File: config.mk
export PLATFORM = sky130hd
export DESIGN_NAME = wae_serial
export DESIGN_NICKNAME = d
export VERILOG_FILES = /design/src/rtl/core/wae_pkg.sv /design/src/rtl/core/wae_serial.sv
export SDC_FILE = /design/constraint.sdc
export NUM_CORES = 1
export LEC_CHECK = 0
export BUFFER_PORTS_ARGS = -buffer_cell sky130_fd_sc_hd__buf_2
export CAP_MARGIN = 0
export CORE_AREA = 2 2 200 202
export DETAILED_ROUTE_END_ITERATION = 12
export DIE_AREA = 0 0 202 204
export GPL_ROUTABILITY_DRIVEN = 1
export HOLD_SLACK_MARGIN = 0.12
export PLACE_DENSITY = 0.68
export SETUP_SLACK_MARGIN = 0.02
export SYNTH_ARGS = -nofsm -noshare
export SYNTH_HDL_FRONTEND = slang
export SYNTH_SLANG_ARGS = --single-unit
File: constraint.sdc
create_clock -name clk -period 8.4 [get_ports clk]
set_input_delay 0.42 -clock clk [delete_from_list [all_inputs] [get_ports clk]]
set_output_delay 0.42 -clock clk [all_outputs]
set_load 0.03 [all_outputs]
File: src/rtl/core/wae_pkg.sv
package wae_pkg;

	// Width of every data field on the ports.
	localparam int FIELD_BITS = 64;

	// Action codes of a request.
	localparam logic [1:0] ACT_LOAD_ROW   = 2'd0;
	localparam logic [1:0] ACT_LOAD_CONST = 2'd1;
	localparam logic [1:0] ACT_ENCRYPT    = 2'd2;

	typedef struct packed {
		logic [1:0]            action;
		logic [5:0]            round_index;
		logic [6:0]            row_index;
		logic [FIELD_BITS-1:0] row_mask_x;
		logic [FIELD_BITS-1:0] row_mask_y;
		logic [FIELD_BITS-1:0] const_x;
		logic [FIELD_BITS-1:0] const_y;
		logic [FIELD_BITS-1:0] plain_x;
		logic [FIELD_BITS-1:0] plain_y;
	} cmd_t;

	typedef struct packed {
		logic [FIELD_BITS-1:0] cipher_x;
		logic [FIELD_BITS-1:0] cipher_y;
	} res_t;

	// Controls from the sequencer to the bit-serial datapath.
	typedef struct packed {
		logic load_plain;
		logic swap;
		logic load_const;
		logic row_valid;
		logic row_is_y;
		logic add_en;
	} ctl_t;

endpackage

File: src/rtl/core/wae_serial.sv
module wae_serial #(
	parameter int WORD_BITS = 64
) (
	input  logic                   clk,
	input  wae_pkg::ctl_t          ctl,
	input  logic [WORD_BITS-1:0]   plain_x,
	input  logic [WORD_BITS-1:0]   plain_y,
	input  logic [2*WORD_BITS-1:0] row_data,
	input  logic [2*WORD_BITS-1:0] const_data,
	output logic [WORD_BITS-1:0]   result_x,
	output logic [WORD_BITS-1:0]   result_y
);

	logic [WORD_BITS-1:0] cur_x_q, cur_y_q;
	logic [WORD_BITS-1:0] nx_sh_q, ny_sh_q;
	logic [WORD_BITS-1:0] cx_sh_q, cy_sh_q;
	logic                 nx_bit_q;
	logic                 carry_q;

	logic par, bit_new, sum_bit, carry_nxt;

	// One matrix row gives one output bit: the parity of the masked words.
	assign par     = ^((row_data[WORD_BITS-1:0] & cur_x_q) ^
	                   (row_data[2*WORD_BITS-1:WORD_BITS] & cur_y_q));
	assign bit_new = par ^ (ctl.row_is_y ? cy_sh_q[0] : cx_sh_q[0]);

	// Rows come as x bit r then y bit r, so the addition runs one bit at a time.
	assign sum_bit   = nx_bit_q ^ (ctl.add_en ? (bit_new ^ carry_q) : 1'b0);
	assign carry_nxt = (nx_bit_q & bit_new) | (carry_q & (nx_bit_q ^ bit_new));

	always_ff @(posedge clk) begin
		if (ctl.load_plain) begin
			cur_x_q <= plain_x;
			cur_y_q <= plain_y;
		end else if (ctl.swap) begin
			cur_x_q <= nx_sh_q;
			cur_y_q <= ny_sh_q;
		end
		if (ctl.load_const) begin
			cx_sh_q <= const_data[WORD_BITS-1:0];
			cy_sh_q <= const_data[2*WORD_BITS-1:WORD_BITS];
			carry_q <= 1'b0;
		end
		if (ctl.row_valid && !ctl.row_is_y) begin
			nx_bit_q <= bit_new;
			cx_sh_q  <= cx_sh_q >> 1;
		end
		if (ctl.row_valid && ctl.row_is_y) begin
			cy_sh_q <= cy_sh_q >> 1;
			ny_sh_q <= {bit_new, ny_sh_q[WORD_BITS-1:1]};
			nx_sh_q <= {sum_bit, nx_sh_q[WORD_BITS-1:1]};
			if (ctl.add_en) begin
				carry_q <= carry_nxt;
			end
		end
	end

	assign result_x = nx_sh_q;
	assign result_y = ny_sh_q;

endmodule

# Word level (Yosys, flattened, before mapping)
# Cells that the tools add are included.
[word_totals] register_bits=386 inputBits=391 output_inout_bits=128 word_cells=40
[classes] mux=13 bitwise=10 reduce_logical=7
[op_table] operator="$mux W64" count=4
[op_table] operator="$mux W63" count=4
[op_table] operator="$and A64 B64 Y64" count=2
[op_table] operator="$reduce_xor A64 Y1" count=1
[op_table] operator="$xor A64 B64 Y64" count=1
[op_table] operator="$reduce_bool A2 Y1" count=3
[op_table] operator="$mux W1" count=5
[op_table] operator="$xor A1 B1 Y1" count=4
[op_table] operator="$and A1 B1 Y1" count=2
[op_table] operator="$logic_and A1 B1 Y1" count=2
[op_table] operator="$logic_not A1 Y1" count=1
[op_table] operator="$or A1 B1 Y1" count=1

# Longest topological paths before layout
# Gate-level depths: netlist of the first run.
[depth] ltp_word=9 ltp_mapped=12 ltp_nobuf=12

# Worst setup path after synthesis of the first run
# OpenSTA, ideal clock, no wires.
[synth_timing] kind="in2reg" startpoint="in ctl[1] in the netlist's numbering" endpoint="reg cy_sh_q[55] (data pin)" t_arrival_ps=4837 required_ps=8128 path_slack_ps=3291 stages=4 path_cell_list="nand2_1 > inv_1 > clkbuf_1 > mux2_2"
[synth_via] elab_chain_cells=2
[synth_lines] item="from (decl)" line="wae_serial.sv:5" source="input wae_pkg::ctl_t ctl,"
[synth_lines] item="$logic_and A1 B1 Y1" line="wae_serial.sv:48" source="if (ctl.row_valid && ctl.row_is_y) begin"
[synth_lines] item="$mux W63" line="wae_serial.sv:48"
[synth_lines] item="to (signal assigned)" line="wae_serial.sv:41" source="cy_sh_q <= const_data[2*WORD_BITS-1:WORD_BITS];"
[synth_lines] item="to (signal assigned)" line="wae_serial.sv:49" source="cy_sh_q <= cy_sh_q >> 1;"
[synth_lines] item="to (decl)" line="wae_serial.sv:16" source="logic [WORD_BITS-1:0] cx_sh_q, cy_sh_q;"
# No other way between the ends.
# A chain may end at the register's enable or synchronous reset.

# Worst setup path after layout of the first run
[layout_timing] startpoint="reg cur_y_q[35]" endpoint="reg carry_q"
[layout_via] elab_chain_cells=9 elab_cells_between_ends=10 cone_classes="mux (2); bitwise (7); reduce/logical (1)"
[layout_lines] item="from (decl)" line="wae_serial.sv:14" source="logic [WORD_BITS-1:0] cur_x_q, cur_y_q;"
[layout_lines] item="from (signal assigned)" line="wae_serial.sv:34" source="cur_y_q <= plain_y;"
[layout_lines] item="from (signal assigned)" line="wae_serial.sv:37" source="cur_y_q <= ny_sh_q;"
[layout_lines] item="$and A64 B64 Y64 (*)" line="wae_serial.sv:24" source="(row_data[2*WORD_BITS-1:WORD_BITS] & cur_y_q));"
[layout_lines] item="$xor A64 B64 Y64 (*)" line="wae_serial.sv:23" source="assign par = ^((row_data[WORD_BITS-1:0] & cur_x_q) ^"
[layout_lines] item="$reduce_xor A64 Y1 (*)" line="wae_serial.sv:23"
[layout_lines] item="$xor A1 B1 Y1 (*)" line="wae_serial.sv:25" source="assign bit_new = par ^ (ctl.row_is_y ? cy_sh_q[0] : cx_sh_q[0]);"
[layout_lines] item="net bit_new" line="wae_serial.sv:20" source="logic par, bit_new, sum_bit, carry_nxt;"
[layout_lines] item="$xor A1 B1 Y1" line="wae_serial.sv:29" source="assign carry_nxt = (nx_bit_q & bit_new) | (carry_q & (nx_bit_q ^ bit_new));"
[layout_lines] item="$and A1 B1 Y1" line="wae_serial.sv:29"
[layout_lines] item="$or A1 B1 Y1 (*)" line="wae_serial.sv:29"
[layout_lines] item="$mux W1 (*)" line="wae_serial.sv:52" source="if (ctl.add_en) begin"
[layout_lines] item="$mux W1 (*)" line="wae_serial.sv:48"
[layout_lines] item="to (signal assigned)" line="wae_serial.sv:53" source="carry_q <= carry_nxt;"
[layout_lines] item="to (decl)" line="wae_serial.sv:18" source="logic carry_q;"
# Mark *: on every way through the listed nets, which the timed path passes. The rest lies on a longest branch.

==> flow_summary.ini, run 1 <==
[finish]
syn2layout_area_growth_pct = 27.7
num-fill-cells = 3334
drive_above_1_share = 0.554
layout.nets = 1876
final_area_mm2 = 0.0208

[clocking]
cts_buffer_depth = 3
hold_buffers = 3
cts-root-buf = clkbuf_16
cts_tree = done
h-tree-depth = 2
clk_latency_ns = 0.55
cts_resized = 0
numCtsBuffers = 43
clkSinkCount = 386
cts_setup_buffers = 0
clk_pin_slew_worst_paths_ns = 0.06

[routing]
vias = 9903
wire_per_inst_um = 22.1
first_iter_violations = 575
postRouteAntennaNets = 0
routed_wl_um = 45100
drtPass1Iterations = 4
viasPerCell = 4.86
drc = 0

[logic_synthesis]
synthTopCellsByCount = 383 x edfxtp_1, 254 x mux2_2, 131 x nand2_1
ys_types = 19
ys_warn_count = 0
synth-compound-area-share = 0.000920
syn_nets = 1332
synth_xor_area_frac = 0.0734
yosysSeqAreaShare = 0.709
synth_top_family_by_area = multiplexers
synthFlopType = edfxtp_1
syn-cell-area_mm2 = 0.0163
synthTopCellsByArea = edfxtp_1 71%, mux2_2 18%, xnor2_1 4.8%
synth-simple-area-share = 0.0324
synth_top_area_frac = 0.705
avgSynthCellArea_um2 = 17.4
synth.most_common_cell = edfxtp_1
ys_seq_elements = 386
synth_top_area_cell = edfxtp_1
synth_mux_area_frac = 0.177
ys_async_sr_fraction = 0
synth-edff-count = 383
synth_fa_ha_area_frac = 0.000767
netlist_instances = 940

[power]
power_density_mw_per_mm2 = 243
p_leak_nw = 8.19
ir_drop_mv = 0.191

[sta]
min_period_ns = 3.16
tightestPinTransition_ns = 1.01
final_hold_viol_count = 0
min_period_over_period = 0.376
setup_tns_ns = 0
setup_viol = 0
rsz0062_at_grt = false
relSlewSlack = 0.325
final_max_slew_viol_count = 0
fmax_mhz = 317
fin_skew_ns = 0.0177

[worst_setup_path]
end_kind = register
rr_worst_depth = 12
crit_slowest_cell = xnor3_2
crit_type = register to register
regToRegSetupSlack_ns = 5.24
path_cells = nand2_1 > xor2_1 > xnor2_1 > xnor2_1 > xnor2_1 > xnor3_2 > xnor2_1 > xor2_1 > ha_1 > nor2_1 > a21oi_1 > a32o_1
max_stage_delay_ns = 0.45
crit_path_max_fanout = 3
rr_startpoint = cur_y_q[35]
required_ns = 8.84
r2r-end = carry_q
cpMostUsedCell = xnor2_1
worstSetupStartpointType = register
worst_ep_arrival_time_ns = 3.60

[global_route]
grt_max_degree = 137
first_global_vias = 10300
grtUsageTotal = 0.214
overflow = 0
grt_pass1_wl_um = 64300
antenna_found_initial = 16

[floorplanning]
die_area_mm2 = 0.0412
die_h_um = 204
ios = 519
rows = 73
core_area_mm2 = 0.0392
start_util = 0.416
die_w_um = 202

[place]
dpl.hpwl_um = 33500
dpl_cell_area_mm2 = 0.0195
place_congestion = 0.896
io_buffers = 518

[hold_path]
hold_end = cx_sh_q[15]
hold_path.class = input pin to register
hold_depth = 2
min-delay-start = const_data[15]

[run_status]
status = finished clean

[job]
cap_violations = 0
[state kept, by name (all words and copies together), names as in the netlist]
name      cells
cx_sh_q      64
cur_x_q      64
carry_q       1
nx_bit_q      1
result_x     64
cur_y_q      64
result_y     64
cy_sh_q      64
[worst max-delay path, delay by kind of cell, from the launching register on]
family | cells | cell delay, ns
compound gates | 2 | 0.25
xor+xnor | 7 | 2.02
fa+ha+maj | 1 | 0.27
flops | 1 | 0.33
simple gates | 2 | 0.17
[report_power, final]
| group | switching (mW) | internal (mW) |
|---|---|---|
| Clock | 0.731 | 1.00 |
| Sequential | 0.0687 | 2.33 |
| Combinational | 0.454 | 0.489 |
| Total | 1.25 | 3.82 |
[final cells by class]
cell class	count	area, um2	share of cell area
diodes	4	10.0	0.000480
clock buffers	57	1170	0.0562
clock inverters	14	98.8	0.00474
inverters	1	11.3	0.000540
multi-input cells	525	4660	0.223
flip-flops and latches	386	11600	0.555
well taps	525	657	0.0315
repair buffers	527	2670	0.128
[cell families (layout without fill, tap and decap cells)]
| logic type | after synthesis | count (layout) |
|---|---|---|
| DFF | 386 | 386 |
| buffers and inverters | 29 | 599 |
| and+or+nand+nor | 138 | 138 |
| xor gates and xnor gates | 127 | 127 |
| other | 0 | 4 |
| muxes | 257 | 257 |
| AOI/OAI and AO/OA | 2 | 2 |
| adders and majority gates | 1 | 1 |
[how the worst max path moves through the flow]
stage,startpoint,end,slack (ns),depth (start not counted)
after floorplan,ctl[1],cy_sh_q[55],3.29,4
after global placement,row_data[99],carry_q,4.86,13
after detailed placement,row_data[99],carry_q,4.82,13
after CTS,cur_y_q[35],carry_q,5.02,12
after global routing,cur_x_q[17],carry_q,4.92,12
final,cur_y_q[35],carry_q,5.24,12
[layer usage]
metal | routed length (um) | GRT usage
met1 | 17000 | 0.250
met2 | 22800 | 0.373
met3 | 4220 | 0.0725
met4 | 950 | 0.0664
met5 | 129 | 0
[through the flow]
stage / setup WS [ns] / hold WS [ns] / total power, mW / cells / utilization
2_1_floorplan: 3.29 / 0.444 / 3.09 / 940 / -
3_3_place_gp: 4.86 / 0.448 / 3.38 / 1961 / 0.498
3_5_place_dp: 4.82 / 0.454 / 3.40 / 1961 / 0.498
4_1_cts: 5.02 / 0.134 / 5.14 / 2035 / 0.532
5_1_grt: 4.92 / 0.149 / 5.29 / 2036 / 0.532
6_report: 5.24 / 0.166 / 5.07 / 2039 / 0.532
[layout by cell type, fill, tap and decap left out, types with 2 or more instances in the layout]
master,n
buf_2,517
buf_4,6
clkbuf_1,12
clkbuf_16,45
clkinv_1,7
clkinv_2,2
clkinvlp_4,2
dfxtp_1,3
diode_2,4
dlygate4sd3_1,3
edfxtp_1,383
mux2_2,254
mux2i_1,3
nand2_1,131
nor2_1,3
xnor2_1,90
xnor3_1,4
xnor3_2,2
xor2_1,31
No activity file was read; power rests on OpenSTA's default activity.
==> run 2: changes to the inputs <==
ABC_AREA = 1   (was default)
CORE_AREA = default   (was 2 2 200 202)
CORE_MARGIN = 2   (was default)
CORE_UTILIZATION = 45   (was default)
DIE_AREA = default   (was 0 0 202 204)
PLACE_DENSITY = 0.73   (was 0.68)
clock period = 2.6 ns   (was 8.4 ns; I/O delays follow)
==> run 2 against run 1 <==
Compared with the run above: cell count increased by 68%; sequential power increased to 3.2 times the previous value; synthesized area increased by 12%; critical path type unchanged; largest cell class unchanged.
==> flow_summary.ini, run 2 <==
[global_route]
overflow = 0
grtUsageTotal = 0.267
grt_max_degree = 92
grt_pass1_wl_um = 86800
first_global_vias = 16900
antenna_found_initial = 18

[floorplanning]
start_util = 0.459
die_h_um = 206
ios = 519
die_area_mm2 = 0.0423
core_area_mm2 = 0.0399
die_w_um = 206
rows = 73

[worst_setup_path]
required_ns = 3.04
path_cells = nand2_1 > xnor2_1 > nand2_1 > nand2_1 > nand2_1 > nand2_1 > nand2_1 > nand2_2 > nand2_1 > nand2_2 > nand2_1 > nand2_2 > nand3_2 > nand2_2 > inv_2 > ha_1 > a21oi_2 > mux2i_1
regToRegSetupSlack_ns = 0.20
crit_path_max_fanout = 3
crit_slowest_cell = edfxtp_1
rr_startpoint = cur_y_q[29]
max_stage_delay_ns = 0.33
crit_start = cur_y_q[29]
cpMostUsedCell = nand2_1
worstSetupStartpointType = register
rr_worst_depth = 18
crit_type = register to register
critical_path_buf_inv_count = 1
path_depth = 18
cpLargestDelayFamily = simple AND/OR/NAND/NOR gates
end_kind = register
worst_ep_arrival_time_ns = 2.84
r2r-end = carry_q

[logic_synthesis]
ys_types = 20
ys_seq_elements = 386
netlist_instances = 2065
synth_top_area_frac = 0.628
synth-edff-count = 383
ys_async_sr_fraction = 0
synth.most_common_cell = nand2_1
yosysSeqAreaShare = 0.631
ys_warn_count = 0
synthTopCellsByCount = 1438 x nand2_1, 383 x edfxtp_1, 60 x inv_1
synth_top_area_cell = edfxtp_1
syn_nets = 2457
synthFlopType = edfxtp_1
syn-cell-area_mm2 = 0.0183
synthTopCellsByArea = edfxtp_1 63%, nand2_1 29%, inv_1 1.2%
avgSynthCellArea_um2 = 8.87

[sta]
fin_skew_ns = 0.0167
rsz0062_at_grt = false
final_hold_viol_count = 0
fmax_mhz = 417
relSlewSlack = 0.473
final_max_slew_viol_count = 0
setup_tns_ns = 0
tightestPinTransition_ns = 0.790
min_period_over_period = 0.922
setup_viol = 0
min_period_ns = 2.40
fin_ws_ns = 0.202

[hold_path]
hold_end = cur_y_q[63]
hold_path.class = input pin to register
hold_depth = 3
min-delay-start = ctl[5]

[place]
io_buffers = 518
dp_slack_ns = 0.188
place_congestion = 0.875
dpl.hpwl_um = 37500

[routing]
viasPerCell = 4.97
wire_per_inst_um = 17.0
vias = 17000
routed_wl_um = 58400
postRouteAntennaNets = 0
first_iter_violations = 1199
drtPass1Iterations = 5
drc = 0

[clocking]
clk_pin_slew_worst_paths_ns = 0.06
cts_setup_buffers = 0
clkSinkCount = 386
numCtsBuffers = 43
cts_tree = done
clk_latency_ns = 0.57
cts-root-buf = clkbuf_16
cts_buffer_depth = 3
h-tree-depth = 2

[run_status]
status = finished clean

[power]
power_density_mw_per_mm2 = 626
ir_drop_mv = 0.540
p_leak_nw = 12.7

[finish]
syn2layout_area_growth_pct = 39.9
drive_above_1_share = 0.242
layout.nets = 3240
final_cell_mix = 1418 x nand2_1, 517 x buf_2, 383 x edfxtp_1, 258 x dlygate4sd3_1, 57 x inv_1
layout_commonest_cell = nand2_1
num-fill-cells = 3013

[job]
cap_violations = 0
run 2: cell types whose count changed in the layout (fill, tap and decap cells not counted), moves of 32 or more:
cell           previous run  this run
nand2_2                   0        48
xnor2_1                  90        17
nand2_1                 131      1418
mux2_2                  254         0
inv_1                     0        57
dlygate4sd3_1             3       258
inv_2                     0        32
run 2: logic make-up (layout without fill, tap and decap cells):
family / Yosys count / in the layout / share of synthesized area
adder cells (fa/ha/maj): 1 / 1 / 0.000683
AND/OR/NAND/NOR: 1479 / 1479 / 0.309
multiplexers: 1 / 1 / 0.000547
other: 0 / 25 / 0
buffers and inverters: 146 / 962 / 0.0299
XOR/XNOR: 48 / 48 / 0.0275
AO/OA/AOI/OAI: 4 / 4 / 0.00109
flip-flops: 386 / 386 / 0.631
run 2: worst max path at each step:
| stage | endpoint | slack (ns) |
|---|---|---|
| after floorplan | cy_sh_q[0] | 0.06 |
| after global placement | carry_q | 0.29 |
| after CTS | carry_q | 0.13 |
| after detailed placement | carry_q | 0.19 |
| final | carry_q | 0.20 |
| after global routing | carry_q | 0.04 |
run 2: area by class of cell:
class | instances | area (um2) | share of cell area
Clock inverter | 21 | 170 | 0.00664
Timing Repair Buffer | 793 | 5370 | 0.210
Clock buffer | 57 | 1150 | 0.0449
Antenna cell | 25 | 62.6 | 0.00244
Tap cell | 525 | 657 | 0.0256
Multi-Input combinational cell | 1533 | 6290 | 0.246
Inverter | 91 | 352 | 0.0137
Sequential cell | 386 | 11600 | 0.451
run 2: metrics by stage:
stage | total power [mW] | utilization | hold WS [ns] | instances | area [um2]
after floorplan | 9.07 | - | 0.265 | 2065 | 18300
after global placement | 9.80 | 0.540 | 0.386 | 3070 | 21600
after detailed placement | 9.90 | 0.540 | 0.397 | 3070 | 21600
after CTS | 16.0 | 0.638 | 0.120 | 3406 | 25500
after global routing | 16.7 | 0.641 | 0.184 | 3421 | 25600
final | 16.0 | 0.642 | 0.167 | 3431 | 25600
run 2: power by group:
part | switching (mW) | internal (mW)
registers | 0.189 | 7.38
clock network | 2.52 | 3.32
logic | 1.57 | 1.04
total | 4.29 | 11.7
run 2: routing by layer:
layer,routed length [um],GRT usage
met2,28600,0.456
met4,2690,0.134
met1,22000,0.321
met3,5140,0.0540
met5,13,0
run 2: timing repair:
action | in CTS | in global routing
gates resized for setup | 0 | 23
hold endpoints to repair | 258 | 0
setup endpoints to repair | 0 | 1
hold buffers | 258 | 0
run 2: worst register-to-register path, cell delays in order (launching register included):
cell and delay (ns):
edfxtp_1 0.33, nand2_1 0.09, xnor2_1 0.27, nand2_1 0.12, nand2_1 0.11, nand2_1 0.07
nand2_1 0.11, nand2_1 0.08, nand2_2 0.09, nand2_1 0.07, nand2_2 0.09, nand2_1 0.07
nand2_2 0.09, nand3_2 0.09, nand2_2 0.10, inv_2 0.05, ha_1 0.28, a21oi_2 0.11
mux2i_1 0.07
==> run 3: changes to the inputs <==
SETUP_SLACK_MARGIN = 0.4   (was 0.02)
==> run 3 against run 2 <==
Compared with the run above: routed wire length is 2.4% higher; combinational power is 8.4% higher; utilization is 1.2 points higher; power is 1.6% higher; flip-flop and latch count stayed put; register-to-register slack better by 0.08 ns; sequential share of layout area is 0.81 points lower; critical path type unchanged; critical endpoint is now result_x[63]; largest cell class unchanged; largest power group unchanged; highest routed layer unchanged.
==> flow_summary.ini, run 3 (same netlist as run 2, synthesis figures left out) <==
[run_status]
status = finished clean

[routing]
first_iter_violations = 1285
vias = 17300
drc = 0
drtPass1Iterations = 8
routed_wl_um = 59800
wire_per_inst_um = 17.4
postRouteAntennaNets = 0
viasPerCell = 5.03

[clocking]
numCtsBuffers = 42
cts_buffer_depth = 3
clk_latency_ns = 0.57
clkSinkCount = 386
h-tree-depth = 2
clk_pin_slew_worst_paths_ns = 0.06
cts-root-buf = clkbuf_16
cts_tree = done

[power]
power.total_mw = 16.3
clkPwrFrac = 0.361
p_leak_nw = 12.8
ir_drop_mv = 0.576
power_density_mw_per_mm2 = 625
p_int_mw = 11.9
power_frac_comb = 0.174
sequentialPowerShare = 0.465
switching_share = 0.272
p_sw_mw = 4.44

[worst_setup_path]
max_stage_delay_ns = 0.39
rr_worst_depth = 20
path_cells = nand2_2 > xor2_2 > nand2_1 > nand2_1 > nand2_1 > nand2_2 > inv_2 > nand2_1 > nand2_2 > nand2_1 > nand2_2 > nand2_2 > nand2_4 > nand3_4 > nand2_2 > buf_6 > nand2_4 > nand3_2 > nand2_1 > nand2_1
cpMostUsedCell = nand2_1
crit_slowest_cell = edfxtp_1
regToRegSetupSlack_ns = 0.28
required_ns = 2.91
end_kind = register
crit_path_max_fanout = 3
crit_type = register to register
worst_ep_arrival_time_ns = 2.63
worstSetupStartpointType = register
critical_path_buf_inv_count = 2
r2r-end = result_x[63]
cpLargestDelayFamily = simple AND/OR/NAND/NOR gates
rr_startpoint = cur_y_q[17]

[sta]
final_max_slew_viol_count = 0
relSlewSlack = 0.438
setup_tns_ns = 0
min_period_over_period = 0.892
fin_skew_ns = 0.0196
min_period_ns = 2.32
rsz0062_at_grt = true
final_hold_viol_count = 0
setup_viol = 0
fin_ws_ns = 0.280
tightestPinTransition_ns = 0.843
fmax_mhz = 431
whs_ns = 0.261

[global_route]
grt_max_degree = 92
grtUsageTotal = 0.273
grt_pass1_wl_um = 89000
antenna_found_initial = 17
overflow = 0
first_global_vias = 17200

[finish]
post-route-util = 0.653
final_area_mm2 = 0.0261
stdcell_count = 3433
syn2layout_area_growth_pct = 42.5
num-fill-cells = 2899
multi_input_area_mm2 = 0.00665
final_cell_mix = 1340 x nand2_1, 517 x buf_2, 383 x edfxtp_1, 264 x dlygate4sd3_1, 114 x nand2_2
layout_commonest_cell = nand2_1
drive_above_1_share = 0.273
seq_area_mm2 = 0.0116
layout.nets = 3249

[hold_path]
min-delay-start = ctl[5]
hold_depth = 5
hold_end = cur_x_q[6]
hold_path.class = input pin to register

[place]
dp.cells = 3069
io_buffers = 518
dpl_cell_area_mm2 = 0.0216
dpl.hpwl_um = 38100
place_congestion = 0.908
dp_slack_ns = 0.163

[floorplanning]
start_util = 0.459
die_h_um = 206
die_area_mm2 = 0.0423
rows = 73
die_w_um = 206
ios = 519
core_area_mm2 = 0.0399

[job]
cap_violations = 0
run 3: changes by cell type in the layout (fill, tap and decap cells not counted), moves of 4 or more:
| cell | before | now |
|---|---|---|
| nand2_1 | 1418 | 1340 |
| xor2_1 | 16 | 11 |
| clkinv_1 | 7 | 11 |
| clkbuf_1 | 13 | 7 |
| dlygate4sd3_1 | 258 | 264 |
| diode_2 | 25 | 19 |
| xor2_2 | 3 | 8 |
| nand2_2 | 48 | 114 |
| nand2_4 | 0 | 12 |
run 3: final cells by class:
class,instances,area share
multi-input combinational,1533,0.255
sequential,386,0.443
tap,525,0.0252
clock inverter,26,0.00859
inverter,91,0.0135
timing repair buffer,803,0.210
clock buffer,50,0.0423
antenna,19,0.00182
run 3: power groups by stage:
stage	clock, mW	sequential, mW	combinational (mW)
3_3_place_gp	0	7.66	2.14
3_5_place_dp	0	7.68	2.23
5_1_grt	6.16	7.62	3.12
6_report	5.88	7.58	2.83
4_1_cts	5.92	7.56	2.63
2_1_floorplan	0	7.78	1.29
run 3: how the worst max path moves through the flow:
stage                     depth (start not counted)   startpoint            to
after global placement                           18  cur_x_q[26]       carry_q
after detailed placement                         18  cur_x_q[27]       carry_q
after CTS                                        20  cur_x_q[57]  result_x[63]
after floorplan                                  18  cur_x_q[57]       carry_q
after global routing                             20  cur_y_q[17]       carry_q
final                                            20  cur_y_q[17]  result_x[63]
run 3: per-layer routing:
layer | wire length (um) | share of wire | global-route usage | vias to the layer above
li1 | - | - | - | 8113
met1 | 22100 | 0.37 | 0.321 | 7978
met2 | 29700 | 0.50 | 0.473 | 956
met3 | 5260 | 0.088 | 0.0678 | 203
met4 | 2680 | 0.045 | 0.120 | 6
met5 | 36 | 0.00060 | 0 | -
run 3: what timing repair did:
action | CTS | global route
hold endpoints to repair | 258 | 0
setup buffers | 4 | 1
endpoints found under the setup margin | 2 | 4
gates resized for setup | 27 | 101
hold buffers | 264 | 0
pin swaps | 23 | 54
run 3: worst register-to-register path: cells and delay by family, from the launching register on:
family | cells | cell delay, ns
DFF | 1 | 0.39
buffers and inverters | 2 | 0.18
xor gates and xnor gates | 1 | 0.18
and+or+nand+nor | 17 | 1.33
